`src/rtl/sel_pkg.sv`:
```
// Shared types, codes and constants for the serial escape line front end.
package sel_pkg;

  localparam int unsigned CountWidth      = 11;
  localparam int unsigned DefLineCapacity = 1024;
  localparam int unsigned MaxResults      = 3;

  typedef enum logic [1:0] {
    PH_IDLE = 2'd0,
    PH_CMD  = 2'd1,
    PH_ROW  = 2'd2,
    PH_COL  = 2'd3
  } phase_t;

  typedef enum logic [2:0] {
    K_ECHO     = 3'd0,
    K_RESPONSE = 3'd1,
    K_APPEND   = 3'd2,
    K_DELETE   = 3'd3,
    K_LINE_END = 3'd4,
    K_BREAK    = 3'd5,
    K_RESET    = 3'd6
  } kind_t;

  localparam logic [6:0] C_ESC      = 7'h1b;
  localparam logic [6:0] C_SPACE    = 7'h20;
  localparam logic [6:0] C_BS       = 7'h08;
  localparam logic [6:0] C_TAB      = 7'h09;
  localparam logic [6:0] C_LF       = 7'h0a;
  localparam logic [6:0] C_CR       = 7'h0d;
  localparam logic [6:0] C_RESP_LO  = 7'h08;
  localparam logic [6:0] C_RESP_HI  = 7'h10;
  localparam logic [6:0] C_PSEND_ON = 7'h11;
  localparam logic [6:0] C_PSEND_OF = 7'h12;
  localparam logic [6:0] C_ECHO_ON  = 7'h13;
  localparam logic [6:0] C_ECHO_OF  = 7'h14;
  localparam logic [6:0] C_CAPS_ON  = 7'h15;
  localparam logic [6:0] C_CAPS_OF  = 7'h16;
  localparam logic [6:0] C_TIMER_OF = 7'h17;
  localparam logic [6:0] C_RESET    = 7'h18;
  localparam logic [6:0] C_CURSOR_Y = 7'h59;
  localparam logic [6:0] C_CURSOR_E = 7'h3d;

  typedef struct packed {
    phase_t                  phase;
    logic                    echo;
    logic                    psend;
    logic                    caps;
    logic                    timer;
    logic [CountWidth-1:0]   line_count;
    logic [CountWidth-1:0]   content_count;
  } state_t;

  typedef struct packed {
    kind_t       kind;
    logic [7:0]  data;
    logic        term;
  } result_t;

  typedef struct packed {
    logic psend;
    logic caps;
    logic timer;
    logic echo;
  } flags_t;

  function automatic logic [7:0] echo_form(input logic [7:0] b);
    logic [6:0] v;
    v = b[6:0];
    if ((v >= 7'h41 && v <= 7'h5a) || (v >= 7'h61 && v <= 7'h7a)) begin
      v = v ^ C_SPACE;
    end
    return {1'b0, v};
  endfunction

endpackage

```
`src/rtl/serial_escape_line_front_end.sv`:
```
// Top level: input register, per-item decode, state and result buffer.
//
//   channel | handshake           | payload
//   --------+---------------------+-------------------------------------------
//   in      | in_valid, in_stall  | req_type, rx_byte
//   out     | out_valid, out_stall| result_kind, result_byte, line_terminated,
//           |                     | psend_mode, caps_mode, timer_mode,
//           |                     | echo_mode, last_of_run
//   cfg     | cfg_wr_en           | cfg_wr_data (echo_at_reset)
//
// An item is decoded from the input register when the result buffer is empty
// or hands out its last result; it gives 0 to 3 results, one result per cycle
// from the result buffer while out_stall is low, through the single output port.
// rst is synchronous; it clears the control state, with echo taken as 1.
// One item waits in the input register while the result buffer drains.
module serial_escape_line_front_end #(
  parameter int unsigned LINE_CAPACITY = sel_pkg::DefLineCapacity
) (
  input  logic       clk,
  input  logic       rst,
  input  logic       cfg_wr_en,
  input  logic       cfg_wr_data,
  input  logic       in_valid,
  output logic       in_stall,
  input  logic       req_type,
  input  logic [7:0] rx_byte,
  output logic       out_valid,
  input  logic       out_stall,
  output logic [2:0] result_kind,
  output logic [7:0] result_byte,
  output logic       line_terminated,
  output logic       psend_mode,
  output logic       caps_mode,
  output logic       timer_mode,
  output logic       echo_mode,
  output logic       last_of_run
);

  logic                                       echo_at_reset;
  logic                                       in_v;
  logic                                       in_req;
  logic [7:0]                                 in_byte;
  sel_pkg::state_t                            state;
  sel_pkg::state_t                            state_next;
  sel_pkg::result_t [sel_pkg::MaxResults-1:0] res;
  logic [1:0]                                 res_count;
  sel_pkg::result_t [sel_pkg::MaxResults-1:0] buf_res;
  sel_pkg::flags_t                            buf_flags;
  logic [1:0]                                 cnt;
  logic [1:0]                                 pos;
  logic                                       out_take;
  logic                                       out_last;
  logic                                       dec_fire;
  sel_pkg::result_t                           cur;

  sel_decode #(
    .LINE_CAPACITY(LINE_CAPACITY)
  ) u_decode (
    .state        (state),
    .echo_at_reset(echo_at_reset),
    .req_type     (in_req),
    .rx_byte      (in_byte),
    .state_next   (state_next),
    .res          (res),
    .res_count    (res_count)
  );

  assign out_valid = (cnt != 2'd0);
  assign out_last  = (pos == cnt - 2'd1);
  assign out_take  = out_valid && !out_stall;
  assign dec_fire  = in_v && (!out_valid || (out_take && out_last));
  assign in_stall  = in_v && !dec_fire;

  assign cur             = buf_res[pos];
  assign result_kind     = cur.kind;
  assign result_byte     = cur.data;
  assign line_terminated = cur.term;
  assign psend_mode      = buf_flags.psend;
  assign caps_mode       = buf_flags.caps;
  assign timer_mode      = buf_flags.timer;
  assign echo_mode       = buf_flags.echo;
  assign last_of_run     = out_last;

  always_ff @(posedge clk) begin
    if (rst) begin
      echo_at_reset <= 1'b1;
    end else if (cfg_wr_en) begin
      echo_at_reset <= cfg_wr_data;
    end
  end

  always_ff @(posedge clk) begin
    if (rst) begin
      in_v <= 1'b0;
    end else if (in_valid && !in_stall) begin
      in_v <= 1'b1;
    end else if (dec_fire) begin
      in_v <= 1'b0;
    end
    if (in_valid && !in_stall) begin
      in_req  <= req_type;
      in_byte <= rx_byte;
    end
  end

  always_ff @(posedge clk) begin
    if (rst) begin
      state <= '{phase: sel_pkg::PH_IDLE, echo: 1'b1, psend: 1'b0, caps: 1'b0,
                 timer: 1'b1, line_count: '0, content_count: '0};
    end else if (dec_fire) begin
      state <= state_next;
    end
  end

  always_ff @(posedge clk) begin
    if (rst) begin
      cnt <= 2'd0;
      pos <= 2'd0;
    end else if (dec_fire) begin
      cnt <= res_count;
      pos <= 2'd0;
    end else if (out_take) begin
      if (out_last) begin
        cnt <= 2'd0;
        pos <= 2'd0;
      end else begin
        pos <= pos + 2'd1;
      end
    end
    if (dec_fire) begin
      buf_res   <= res;
      buf_flags <= '{psend: state_next.psend, caps: state_next.caps,
                     timer: state_next.timer, echo: state_next.echo};
    end
  end

  a_pos_in_range: assert property (@(posedge clk) disable iff (rst)
    out_valid |-> (pos < cnt) && (cnt <= 2'd3))
    else $error("result position beyond buffered count");

  a_hold_item: assert property (@(posedge clk) disable iff (rst)
    (in_v && !dec_fire) |=> in_v && $stable(in_byte) && $stable(in_req))
    else $error("held input item lost or changed");

  a_reset_idle: assert property (@(posedge clk)
    rst |=> (state.phase == sel_pkg::PH_IDLE) && !out_valid && !in_v)
    else $error("reset did not clear control state");

  a_drain_empty: assert property (@(posedge clk) disable iff (rst)
    (out_take && out_last && !dec_fire) |=> !out_valid)
    else $error("result buffer not empty after last transfer");

  a_no_fire_busy: assert property (@(posedge clk) disable iff (rst)
    (out_valid && out_stall) |-> !dec_fire)
    else $error("decode overwrote a stalled result");

endmodule

```
`src/rtl/sel_decode.sv`:
```
// Per-item decode: next state and up to three results from one input item.
module sel_decode #(
  parameter int unsigned LINE_CAPACITY = sel_pkg::DefLineCapacity
) (
  input  sel_pkg::state_t                            state,
  input  logic                                       echo_at_reset,
  input  logic                                       req_type,
  input  logic [7:0]                                 rx_byte,
  output sel_pkg::state_t                            state_next,
  output sel_pkg::result_t [sel_pkg::MaxResults-1:0] res,
  output logic [1:0]                                 res_count
);

  localparam logic [sel_pkg::CountWidth-1:0] Cap = sel_pkg::CountWidth'(LINE_CAPACITY);

  always_comb begin
    logic [6:0]                      v;
    logic [1:0]                      n;
    logic                            ended;
    logic [6:0]                      code;
    logic [sel_pkg::CountWidth-1:0]  lc_inc;
    v          = rx_byte[6:0];
    n          = 2'd0;
    ended      = 1'b0;
    code       = v;
    lc_inc     = '0;
    state_next = state;
    res        = '0;

    if (req_type) begin
      if (state.timer && state.line_count != '0 && state.phase == sel_pkg::PH_IDLE) begin
        res[n] = '{kind: sel_pkg::K_LINE_END, data: 8'd0, term: 1'b0};
        n = n + 2'd1;
        state_next.line_count    = '0;
        state_next.content_count = '0;
      end
    end else if (rx_byte == 8'd0) begin
      res[n] = '{kind: sel_pkg::K_BREAK, data: 8'd0, term: 1'b0};
      n = n + 2'd1;
    end else begin
      unique case (state.phase)
        sel_pkg::PH_CMD: begin
          state_next.phase = sel_pkg::PH_IDLE;
          unique case (v)
            sel_pkg::C_PSEND_ON: state_next.psend = 1'b1;
            sel_pkg::C_PSEND_OF: state_next.psend = 1'b0;
            sel_pkg::C_ECHO_ON:  state_next.echo  = 1'b1;
            sel_pkg::C_ECHO_OF:  state_next.echo  = 1'b0;
            sel_pkg::C_CAPS_ON:  state_next.caps  = 1'b1;
            sel_pkg::C_CAPS_OF:  state_next.caps  = 1'b0;
            sel_pkg::C_TIMER_OF: state_next.timer = 1'b0;
            default: ;
          endcase
          if (v == sel_pkg::C_RESET) begin
            state_next = '{phase: sel_pkg::PH_IDLE, echo: echo_at_reset, psend: 1'b0,
                           caps: 1'b0, timer: 1'b1, line_count: '0, content_count: '0};
            res[n] = '{kind: sel_pkg::K_RESET, data: 8'd0, term: 1'b0};
            n = n + 2'd1;
            ended = 1'b1;
          end else if (v == sel_pkg::C_CURSOR_Y || v == sel_pkg::C_CURSOR_E) begin
            state_next.phase = sel_pkg::PH_ROW;
          end else begin
            if (v >= sel_pkg::C_RESP_LO && v < sel_pkg::C_RESP_HI) begin
              code = v + 7'd1;
            end else if (v > sel_pkg::C_RESP_HI) begin
              code = 7'd0;
            end
            if (state_next.echo) begin
              res[n] = '{kind: sel_pkg::K_RESPONSE, data: {1'b0, code}, term: 1'b0};
              n = n + 2'd1;
            end
          end
        end
        sel_pkg::PH_ROW: begin
          if (state.echo) begin
            res[n] = '{kind: sel_pkg::K_ECHO, data: sel_pkg::echo_form(rx_byte), term: 1'b0};
            n = n + 2'd1;
          end
          state_next.phase = sel_pkg::PH_COL;
        end
        sel_pkg::PH_COL: begin
          if (state.echo) begin
            res[n] = '{kind: sel_pkg::K_ECHO, data: sel_pkg::echo_form(rx_byte), term: 1'b0};
            n = n + 2'd1;
            res[n] = '{kind: sel_pkg::K_RESPONSE, data: 8'd0, term: 1'b0};
            n = n + 2'd1;
          end
          state_next.phase = sel_pkg::PH_IDLE;
        end
        default: begin
          if (state.echo) begin
            res[n] = '{kind: sel_pkg::K_ECHO, data: sel_pkg::echo_form(rx_byte), term: 1'b0};
            n = n + 2'd1;
          end
          if (v == sel_pkg::C_ESC) begin
            state_next.phase = sel_pkg::PH_CMD;
          end else if (v < sel_pkg::C_SPACE && v != sel_pkg::C_TAB) begin
            if (v == sel_pkg::C_BS && state.content_count != '0) begin
              state_next.content_count = state.content_count - 1'b1;
              res[n] = '{kind: sel_pkg::K_DELETE, data: 8'd0, term: 1'b0};
              n = n + 2'd1;
            end
            if (v == sel_pkg::C_CR || v == sel_pkg::C_LF) begin
              res[n] = '{kind: sel_pkg::K_LINE_END, data: 8'd0, term: 1'b1};
              n = n + 2'd1;
              state_next.line_count    = '0;
              state_next.content_count = '0;
              ended = 1'b1;
            end
          end else begin
            res[n] = '{kind: sel_pkg::K_APPEND, data: rx_byte, term: 1'b0};
            n = n + 2'd1;
            state_next.content_count = state.content_count + 1'b1;
          end
        end
      endcase
      if (!ended) begin
        lc_inc = state.line_count + 1'b1;
        state_next.line_count = lc_inc;
        if (lc_inc >= Cap) begin
          res[n] = '{kind: sel_pkg::K_LINE_END, data: 8'd0, term: 1'b0};
          n = n + 2'd1;
          state_next.line_count    = '0;
          state_next.content_count = '0;
        end
      end
    end
    res_count = n;
  end

endmodule

```
`config.mk`:
```
export PLATFORM = sky130hd
export DESIGN_NAME = serial_escape_line_front_end
export DESIGN_NICKNAME = d
export VERILOG_FILES = /design/src/rtl/sel_pkg.sv /design/src/rtl/serial_escape_line_front_end.sv /design/src/rtl/sel_decode.sv
export SDC_FILE = /design/constraint.sdc
export NUM_CORES = 1
export LEC_CHECK = 0
export ABC_CLOCK_PERIOD_IN_PS = 9500
export BUFFER_PORTS_ARGS = -buffer_cell sky130_fd_sc_hd__buf_4
export CELL_PAD_IN_SITES_DETAIL_PLACEMENT = 0
export CELL_PAD_IN_SITES_GLOBAL_PLACEMENT = 2
export CORE_MARGIN = 5
export CORE_UTILIZATION = 35
export CTS_CLUSTER_DIAMETER = 80
export DETAILED_ROUTE_END_ITERATION = 8
export PLACE_DENSITY_LB_ADDON = 0.1
export SLEW_MARGIN = 40
export SYNTH_ARGS = -nofsm -noshare
export SYNTH_HDL_FRONTEND = slang
export SYNTH_SLANG_ARGS = --single-unit
```
`constraint.sdc`:
```
create_clock -name clk -period 9.5 [get_ports clk]
set_input_delay 1.9 -clock clk [delete_from_list [all_inputs] [get_ports clk]]
set_output_delay 1.9 -clock clk [all_outputs]
set_load 0.01 [all_outputs]
```
## Yosys cells after proc, flatten, opt, wreduce, memory -nomap -nowiden

Cells that the tools add are included.

| word-level totals | value |
|---|---|
| flip-flop bits (word level) | 83 |
| output and inout bits | 19 |
| word-level logic and storage cells | 237 |

| operators by class | value |
|---|---|
| add/subtract/negate cells | 9 |
| order comparisons | 16 |
| eq/ne operators | 26 |
| multiplexer cells | 107 |
| bitwise gates (word level) | 12 |
| reduce and logical (&&, ||, !) cells | 41 |

Operators with widths:

| kind | number |
|---|---|
| $mux W36 | 11 |
| $mux W12 | 19 |
| $mux W22 | 8 |
| $demux W12 S2 | 3 |
| $eq A7 B5 Y1 const B | 9 |
| $not A30 Y30 | 2 |
| $mux W2 | 27 |
| $mux W26 | 2 |
| $pmux W22 S2 | 1 |
| $bwmux W36 | 1 |
| $pmux W12 S3 | 1 |
| $and A33 B33 Y33 | 1 |
| $mux W11 | 3 |
| $not A33 Y33 | 1 |
| $and A10 B30 Y30 | 1 |
| $and A30 B30 Y30 | 1 |
| $bmux W12 S2 | 1 |
| $pmux W12 S2 | 1 |
| $add A11 B1 Y11 const B | 2 |
| $reduce_bool A11 Y1 | 2 |
| $eq A7 B4 Y1 const B | 3 |
| $mux W1 | 16 |
| $logic_and A1 B1 Y1 | 15 |
| $ge A7 B7 Y1 const B | 2 |
| 47 further kinds | 78 |

## Longest topological paths before layout

Gate-level depths: netlist (run 1).

| depth | value |
|---|---|
| depth in word-level cells | 29 |
| mapped depth | 16 |

## Modules after synthesis

From an unflattened synthesis (run 1), not the netlist that was laid out.

| unflattened totals | value |
|---|---|
| cells, all modules | 687 |
| area, all modules | 6100.9 µm² |

Modules (own cells, without submodules):

| module | instances | cells an instance | area each (µm²) | seq. area each (µm²) |
|---|---|---|---|---|
| serial_escape_line_front_end | 1 | 261 | 3418.3 | 2152.1 |
| sel_decode | 1 | 426 | 2682.6 | 0.0 |

## Least setup slack after synthesis (run 1)

OpenSTA, ideal clock, no wires.

| timing | value |
|---|---|
| path kind | input -> output |
| from | input out_stall |
| to | output in_stall |
| data arrival time | 2345 ps |
| required time | 7600 ps |
| setup slack | 5255 ps |
| cell stages on the path | 2 |
| path buffers | 0 |
| cell sequence | o31ai_2 -> nor2_1 |

| between the ends | value |
|---|---|
| word-level cells in the longest chain between the ends | 7 |

RTL lines:

| element | RTL line | text |
|---|---|---|
| start, declared | serial_escape_line_front_end.sv:28 | `input logic out_stall,` |
| $logic_not A1 Y1 | serial_escape_line_front_end.sv:70 | `assign out_take = out_valid && !out_stall;` |
| $logic_and A1 B1 Y1 | serial_escape_line_front_end.sv:70 |  |
| $logic_and A1 B1 Y1 | serial_escape_line_front_end.sv:71 | `assign dec_fire = in_v && (!out_valid \|\| (out_take && out_last));` |
| $logic_or A1 B1 Y1 | serial_escape_line_front_end.sv:71 |  |
| $logic_and A1 B1 Y1 | serial_escape_line_front_end.sv:71 |  |
| $logic_not A1 Y1 | serial_escape_line_front_end.sv:72 | `assign in_stall = in_v && !dec_fire;` |
| $logic_and A1 B1 Y1 | serial_escape_line_front_end.sv:72 |  |
| end, declared | serial_escape_line_front_end.sv:24 | `output logic in_stall,` |

Every way passes these cells.

## Worst setup path after layout (run 1)

Ends and elaborated chain as after synthesis.

==> impl_metrics.json, run 1 <==
{
  "status": "finished clean",
  "post-place-cells": 742,
  "cp_max_fo": 4,
  "synth-xor-area-share_pct": 1.06,
  "synth_top_family_by_area": "simple AND/OR/NAND/NOR gates",
  "clk_path_buf_depth": 2,
  "die-area_mm2": 0.0167,
  "drc": 0,
  "ios": 34,
  "rr_worst_depth": 13,
  "synth_edf_count": 39,
  "grt_max_degree": 23,
  "stdcell_count": 758,
  "leakagePower_nw": 2.11,
  "yosysTopAreaCell": "edfxtp_1",
  "synth_cell_types": 83,
  "cts_resized": 0,
  "tns_ps": 0,
  "start_kind": "input pin",
  "cts_root_buf": "clkbuf_16",
  "finClkSkew_ps": 7.11,
  "cp-end-kind": "output port",
  "max-vdd-ir-drop_v": 0.0000887,
  "synth.avg_cell_area_um2": 8.90,
  "grt_pass1_vias": 4224,
  "drive_gt1_share_pct": 13.8,
  "cts_made_buffers": 9,
  "fill_cells": 1411,
  "critical-path-max-stage-delay_ps": 380,
  "drtIter0Drc": 317,
  "synth.top_cell.area_share_pct": 23.6,
  "port_buffers": 33,
  "max_freq_ghz": 0.217,
  "ant_nets": 0,
  "vias_per_cell": 5.78,
  "firstDrtPassIters": 4,
  "hold_end": "cnt[1]",
  "critical_path.cell_chain": "buf_4, o31ai_2, nor2_1, buf_4",
  "hold_path.startpoint": "cnt[1]",
  "slew_viol_final": 0,
  "cts_tree": "yes",
  "netlist_area_mm2": 0.00497,
  "start_util_pct": 35.8,
  "ys_seq_area_share_pct": 37.3,
  "syn_inst": 558,
  "grtUsageMet3_pct": 5.11,
  "cp_common_cell": "buf_4",
  "min_path_cells": 1,
  "wl_per_cell_um": 20.0,
  "finalCriticalPeriod_ps": 4610,
  "synth_nets": 595,
  "synth_flop_cell": "edfxtp_1",
  "cts.htree.levels": 3,
  "finalHoldViolCount": 0,
  "synth_compound_gate_area_share_pct": 22.5,
  "clk_pin_slew_ps": 60,
  "wirelength_mm": 15.2,
  "path_class": "input pin to output port",
  "grt_pass1_wl_mm": 23.7,
  "fin_hold_ws_ps": 478,
  "core_mm2": 0.0139,
  "clk_latency_ps": 350,
  "dp_hpwl_mm": 11.3,
  "finalSetupViolCount": 0,
  "path_buf_inv": 2,
  "gp_congestion": 0.876,
  "async_reset_ff_share_pct": 0,
  "powerDensity_mw_per_mm2": 150,
  "slowest_stage": "o31ai_2",
  "crit_family": "compound AO/OA/AOI/OAI gates",
  "overflow": 0,
  "cp.arrival_ps": 2710,
  "yosys.area_share.simple_pct": 25.3,
  "busiest_layer": "met2",
  "cts_setup_buffers": 0,
  "timing.rr.start": "in_byte[3]",
  "synthAdderAreaFrac_pct": 5.54,
  "min_period_over_period_pct": 48.5,
  "vias": 4384,
  "holdCritPathClass": "register to register",
  "ctsHoldBuffers": 0,
  "synth_seq_cells": 73,
  "grt_util_met2_pct": 31.2,
  "drv_cap": 0,
  "gr-usage-met1_pct": 24.2,
  "rsz0062_at_grt": "false",
  "ys_warn_count": 0,
  "tightest_slew_ps": 746,
  "synthMuxAreaShare_pct": 3.48,
  "maxSlewHeadroom_pct": 50.2,
  "antenna_found_initial": 0,
  "area_growth_pct": 14.1,
  "antenna_cells": 0,
  "die_h_um": 129,
  "r2r_slack_ps": 5420,
  "rr_endpoint": "buf_res[11]",
  "num-nets-final": 610,
  "grtUsageTotal_pct": 18.7,
  "netlist_top_cells_area": "edfxtp_1 (24%), dfxtp_1 (14%), ha_1 (5.5%), nor2_1 (3.9%), nand2_1 (3.2%)",
  "crit_required_ps": 7600,
  "rows": 43,
  "cts_sinks": 73,
  "die_w_um": 129
}
## placed cells by master (no fill, tap or decap), types with 5 or more instances in the layout
cell | netlist | routed
a211oi_1 | 6 | 6
a21oi_1 | 31 | 31
a221o_1 | 5 | 5
a22o_1 | 6 | 6
a31oi_1 | 5 | 5
and2_1 | 10 | 10
and3_1 | 18 | 18
buf_4 | 0 | 34
clkbuf_16 | 0 | 9
dfxtp_1 | 34 | 33
edfxtp_1 | 39 | 39
ha_1 | 22 | 22
inv_1 | 28 | 28
mux2i_1 | 15 | 15
nand2_1 | 43 | 43
nand3_1 | 21 | 21
nand4_1 | 10 | 10
nor2_1 | 51 | 50
nor2b_1 | 9 | 8
nor3_1 | 13 | 13
nor4_1 | 6 | 6
o21ai_0 | 30 | 30
o22a_1 | 6 | 6
o31ai_1 | 5 | 5
or3_1 | 6 | 6
## Yosys cell counts (4+ instances only)
master and number:
dfxtp_1 34, nand3_1 21, a211oi_1 6, nor2b_1 9, nor3b_1 4, inv_1 28
ha_1 22, clkbuf_1 19, and2_1 10, or3_1 6, o31ai_1 5, mux2i_1 15
a22o_1 6, xnor2_1 4, nor2_1 51, nor3_1 13, a221o_1 5, nor4_1 6
nand4_1 10, a21oi_1 31, o21ai_0 30, and3_1 18, o22a_1 6, nand2_1 43
a31oi_1 5, a2111oi_0 4, buf_2 10, edfxtp_1 39, o21a_1 4
## routing by layer
metal	part of all wire, %	up-vias
met5	0	-
met4	1.6	0
met3	4.1	14
met2	48	86
met1	46	2141
li1	-	2143
## sequential cells by signal, indices dropped and copies added (netlist names), 2 cells and up, named ones only
register	flops
in_byte	8
state	27
pos	2
cnt	2
buf_res	26
## power by group
group / leakage (nW) / internal [W] / switching, W
clock network: 0.146 / 0.000230 / 0.000137
logic: 1.31 / 0.0000451 / 0.0000695
registers: 0.647 / 0.000349 / 0.0000180
## stage by stage
stage               total power [W]  area (µm²)  utilization (%)  worst slack [ps]
CTS                        0.000858        5660             40.8              4890
global placement           0.000487        5330             38.4              4960
finish                     0.000848        5670             40.8              4890
global route               0.000884        5670             40.8              4840
detailed placement         0.000489        5340             38.5              4890
floorplan                  0.000444        4970                -              5260
## worst register-to-register path: stages, from the launching register on
cell and delay, ps:
edfxtp_1 790, nor2b_1 380, and3_1 410, nand2_1 200, ha_1 350, inv_1 50, a2111oi_0 260, o21ai_0 140
a32oi_1 310, inv_1 130, ha_1 230, nand2_1 80, nand2_1 250, o22a_1 260
## worst max-delay path by stage
| stage | endpoint | startpoint | cells past startpoint |
|---|---|---|---|
| floorplan | in_stall | out_stall | 2 |
| global placement | in_stall | out_stall | 4 |
| detailed placement | in_stall | out_stall | 4 |
| CTS | in_stall | out_stall | 4 |
| global route | in_stall | out_stall | 4 |
| finish | in_stall | out_stall | 4 |
## logic make-up after synthesis
logic type               after synthesis
AND/OR/NAND/NOR                      224
AO/OA/AOI/OAI                        156
flip-flops                            73
buffers and inverters                 60
adder cells (fa/ha/maj)               22
multiplexers                          17
XOR/XNOR                               6
## area by class of cell
type	count	area (µm²)	share of cell area, %
inverter	29	109	1.92
sequential	73	1850	32.7
timing repair buffer	35	270	4.77
multi-input combinational	425	2900	51.1
clock buffer	11	233	4.11
tap	180	225	3.97
clock inverter	5	80.1	1.41
Power figures use the tool's default switching activity.
==> inputs of run 2 (changes only) <==
- ABC_CLOCK_PERIOD_IN_PS: 9500 -> 4400
- clock period: 9.5 -> 4.4 ns (I/O delays scaled with it)
==> run 2 against run 1 <==
  * Clock skew hardly changed
  * Global-route usage is 0.21 points higher
  * Non-clock buffer count is 9 higher
  * Cell area is 0.35% higher
==> impl_metrics.json, run 2 (synthesis gave the netlist of run 1 again) <==
{
  "vias": 4449,
  "crit_required_ps": 4500,
  "wl_per_cell_um": 20.5,
  "drtIter0Drc": 279,
  "antenna_found_initial": 0,
  "cts_setup_buffers": 0,
  "die_h_um": 129,
  "grt_pass1_vias": 4362,
  "leakagePower_nw": 2.13,
  "slew_viol_final": 0,
  "cts_tree": "yes",
  "area_growth_pct": 14.5,
  "dp_slack_ps": 661,
  "start_util_pct": 35.8,
  "ios": 34,
  "cp.arrival_ps": 3900,
  "rows": 43,
  "num-nets-final": 619,
  "holdCritPathClass": "register to register",
  "finalSetupViolCount": 0,
  "cts.htree.levels": 3,
  "largestRegisters": "state (27), buf_res (26), in_byte (8)",
  "maxSlewHeadroom_pct": 48.8,
  "path_class": "register to register",
  "tightest_slew_ps": 768,
  "drive_gt1_share_pct": 15.0,
  "port_buffers": 33,
  "finalHoldViolCount": 0,
  "cts_root_buf": "clkbuf_16",
  "cts_made_buffers": 9,
  "ctsHoldBuffers": 0,
  "regMostFlops": "state",
  "grtUsageTotal_pct": 19.0,
  "grt_max_degree": 22,
  "finClkSkew_ps": 6.77,
  "max-vdd-ir-drop_v": 0.000172,
  "utilization_pct": 41.0,
  "rsz0062_at_grt": "false",
  "grt_pass1_wl_mm": 24.4,
  "drv_cap": 0,
  "layout_common_cells": "nor2_1 (49), buf_4 (44), nand2_1 (43)",
  "cp_max_fo": 11,
  "clk_pin_slew_ps": 60,
  "cts_resized": 0,
  "final_common_cell": "nor2_1",
  "cp-end-kind": "register",
  "tns_ps": 0,
  "totalPowerFinal_w": 0.00173,
  "wirelength_mm": 15.7,
  "antenna_cells": 0,
  "fill_cells": 1421,
  "finalCriticalPeriod_ps": 3790,
  "dp_hpwl_mm": 11.8,
  "clk_path_buf_depth": 2,
  "status": "finished clean",
  "die_w_um": 129,
  "firstDrtPassIters": 4,
  "drc": 0,
  "max_freq_ghz": 0.264,
  "r2r_slack_ps": 610,
  "setup_ws_ps": 606,
  "core_mm2": 0.0139,
  "min_period_over_period_pct": 86.2,
  "die-area_mm2": 0.0167,
  "gp_congestion": 0.885,
  "clk_latency_ps": 350,
  "overflow": 0,
  "cts_sinks": 73,
  "ant_nets": 0,
  "powerDensity_mw_per_mm2": 305,
  "largest_register_ffs": 27,
  "start_kind": "register",
  "rr_worst_depth": 14,
  "min_path_cells": 1,
  "vias_per_cell": 5.80
}
==> run 2: changes by cell type in the layout (fill, tap and decap cells not counted), moves of 2 or more <==
cell,change
buf_4,+10
bufinv_16,-2
clkbuf_1,-2
clkinv_1,+2
==> run 2: cell type report <==
class	instances	area (µm²)	area share, %
Clock buffer	10	239	4.20
Sequential cell	73	1850	32.6
Clock inverter	6	33.8	0.594
Multi-Input combinational cell	425	2900	50.9
Inverter	29	109	1.91
Timing Repair Buffer	44	330	5.81
Tap cell	180	225	3.96
==> run 2: layer usage <==
metal	vias up	global-route usage, %	wire, µm
li1	2154	-	-
met1	2166	25.0	7350
met2	106	31.5	7470
met3	23	3.42	589
met4	0	6.11	337
met5	-	0	0
==> run 2: metrics by stage <==
step                      hold WS, ps  area [µm²]  std cells
after floorplan                   442        4970        558
after global placement            463        5400        751
after detailed placement          468        5400        751
after CTS                         481        5670        767
after global routing              505        5690        767
final                             481        5690        767
==> run 2: worst max-delay path: stages, from the launching register on <==
cell	delay, ps
edfxtp_1	540
inv_1	180
ha_1	240
and3_1	390
nand2_1	210
ha_1	350
inv_1	50
a2111oi_0	300
o21ai_0	120
a32oi_1	260
inv_1	130
ha_1	230
nand2_1	70
nand2_1	210
o22a_1	250
==> run 2: path summary, 6_finish.rpt <==
check                  start           to
setup / recovery  in_byte[0]  buf_res[11]
hold / removal        cnt[1]       cnt[1]
setup reg to reg  in_byte[0]  buf_res[11]
hold reg to reg       cnt[1]       cnt[1]
==> run 2: power breakdown <==
part / internal [W] / total (W) / switching (W)
Combinational: 0.000102 / 0.000273 / 0.000171
Sequential: 0.000754 / 0.000777 / 0.0000224
Clock: 0.000392 / 0.000683 / 0.000292
==> inputs of run 3 (changes only) <==
- ABC_CLOCK_PERIOD_IN_PS: 4400 -> 4100
- clock period: 4.4 -> 4.1 ns (I/O delays scaled with it)
==> run 3 against run 2 <==
  * Fmax increased by 1.2%
  * Global-route usage increased by 0.26 points
  * Sequential share of layout area decreased by 0.46 points
  * Flip-flop and latch count unchanged
  * Via count decreased by 0.81%
  * Combinational power increased by 8.1%
  * Power increased by 13%
  * Cell area increased by 1.4%
  * First-iteration DRC count decreased by 1.4%
  * Clock power increased by 22%
  * Worst hold slack got worse by 2.5 ps
  * Final cell count increased by 0.65%
==> impl_metrics.json, run 3 (synthesis gave the netlist of run 1 again) <==
{
  "hold_end": "cnt[1]",
  "cts_tree": "yes",
  "grt_pass1_vias": 4347,
  "crit_required_ps": 4170,
  "gp_congestion": 0.877,
  "cts_root_buf": "clkbuf_16",
  "final_common_cell": "nor2_1",
  "vias": 4413,
  "max_freq_ghz": 0.267,
  "rsz0062_at_grt": "false",
  "cp.arrival_ps": 3820,
  "r2r_slack_ps": 350,
  "die-area_mm2": 0.0167,
  "largest_register_ffs": 27,
  "hold_path.startpoint": "cnt[1]",
  "wl_per_cell_um": 20.2,
  "die_w_um": 129,
  "drive_gt1_share_pct": 15.5,
  "layout_common_cells": "nor2_1 (50), buf_4 (49), nand2_1 (43)",
  "finalSetupViolCount": 0,
  "drc": 0,
  "powerDensity_mw_per_mm2": 340,
  "firstDrtPassIters": 5,
  "rr_worst_depth": 12,
  "dp_hpwl_mm": 11.6,
  "finClkSkew_ps": 7.83,
  "grtUsageTotal_pct": 19.2,
  "port_buffers": 33,
  "antenna_cells": 0,
  "cts_made_buffers": 9,
  "path_class": "register to register",
  "stdcell_count": 772,
  "tns_ps": 0,
  "wirelength_mm": 15.6,
  "finalCriticalPeriod_ps": 3750,
  "rows": 43,
  "slew_viol_final": 0,
  "timing.rr.start": "in_byte[0]",
  "overflow": 0,
  "antenna_found_initial": 0,
  "post-place-cells": 756,
  "dr_wl_met3_um": 510,
  "cts_resized": 0,
  "routed.top_layer": "met4",
  "drv_cap": 0,
  "vias_per_cell": 5.72,
  "clk_pin_slew_ps": 60,
  "ant_nets": 0,
  "rr_endpoint": "buf_res[8]",
  "min_path_cells": 1,
  "grt_pass1_wl_mm": 24.5,
  "fill_cells": 1403,
  "start_kind": "register",
  "ctsHoldBuffers": 0,
  "final_area_mm2": 0.00576,
  "maxSlewHeadroom_pct": 52.2,
  "grt_max_degree": 22,
  "clk_latency_ps": 350,
  "start_util_pct": 35.8,
  "tightest_slew_ps": 715,
  "cts.htree.levels": 3,
  "area_growth_pct": 16.0,
  "cp_max_fo": 11,
  "finalHoldViolCount": 0,
  "core_mm2": 0.0139,
  "min_period_over_period_pct": 91.4,
  "die_h_um": 129,
  "max-vdd-ir-drop_v": 0.000179,
  "drt-met1-wl_mm": 7.32,
  "regMostFlops": "state",
  "cts_sinks": 73,
  "num-nets-final": 624,
  "largestRegisters": "state (27), buf_res (26), in_byte (8)",
  "cts_setup_buffers": 0,
  "leakagePower_nw": 2.18,
  "ios": 34,
  "status": "finished clean",
  "holdCritPathClass": "register to register",
  "wl_met2_mm": 7.33,
  "drtIter0Drc": 275,
  "cp-end-kind": "register",
  "place_area_mm2": 0.00544,
  "clk_path_buf_depth": 2
}
-- run 3: through the flow --
step	power (W)	utilization (%)	setup WS (ps)	hold slack (ps)
floorplan	0.00103	-	907	442
global placement	0.00114	39.2	554	459
detailed placement	0.00114	39.2	358	466
CTS	0.00199	41.5	340	480
global route	0.00205	41.5	55.7	505
finish	0.00196	41.5	351	478
-- run 3: worst max-delay path by stage --
stage	slack, ps	from	end
3_5_place_dp	360	in_byte[0]	buf_res[8]
2_1_floorplan	910	in_byte[0]	buf_res[11]
3_3_place_gp	550	in_byte[0]	buf_res[8]
5_1_grt	60	in_byte[0]	buf_res[8]
6_report	350	in_byte[0]	buf_res[8]
4_1_cts	340	in_byte[0]	buf_res[8]
-- run 3: critical path: stages, from the launching register on --
cell and delay, ps:
edfxtp_1 550, inv_1 190, ha_1 260, and3_1 380, nand2_1 130, ha_1 320, inv_1 50, a2111oi_0 310
o21ai_0 140, a32oi_1 280, inv_1 130, ha_1 230, a2111oi_0 520
-- run 3: cell type report --
cell class	instances	area, µm²	share of cell area [%]
inverter	29	109	1.89
tap	180	225	3.91
clock buffer	12	268	4.65
sequential	73	1850	32.1
timing repair buffer	49	368	6.38
multi-input combinational	425	2890	50.2
clock inverter	4	48.8	0.847
-- run 3: power by group --
group / internal [W] / leakage, nW / switching, W / total [W]
combinational: 0.000111 / 1.38 / 0.000184 / 0.000295
clock: 0.000524 / 0.158 / 0.000310 / 0.000834
sequential: 0.000810 / 0.647 / 0.0000232 / 0.000833
-- run 3: metal layers --
metal / global-route usage (%) / up-vias
li1: - / 2170
met3: 2.60 / 21
met2: 31.2 / 98
met1: 25.7 / 2124
met5: 0 / -
met4: 8.28 / 0
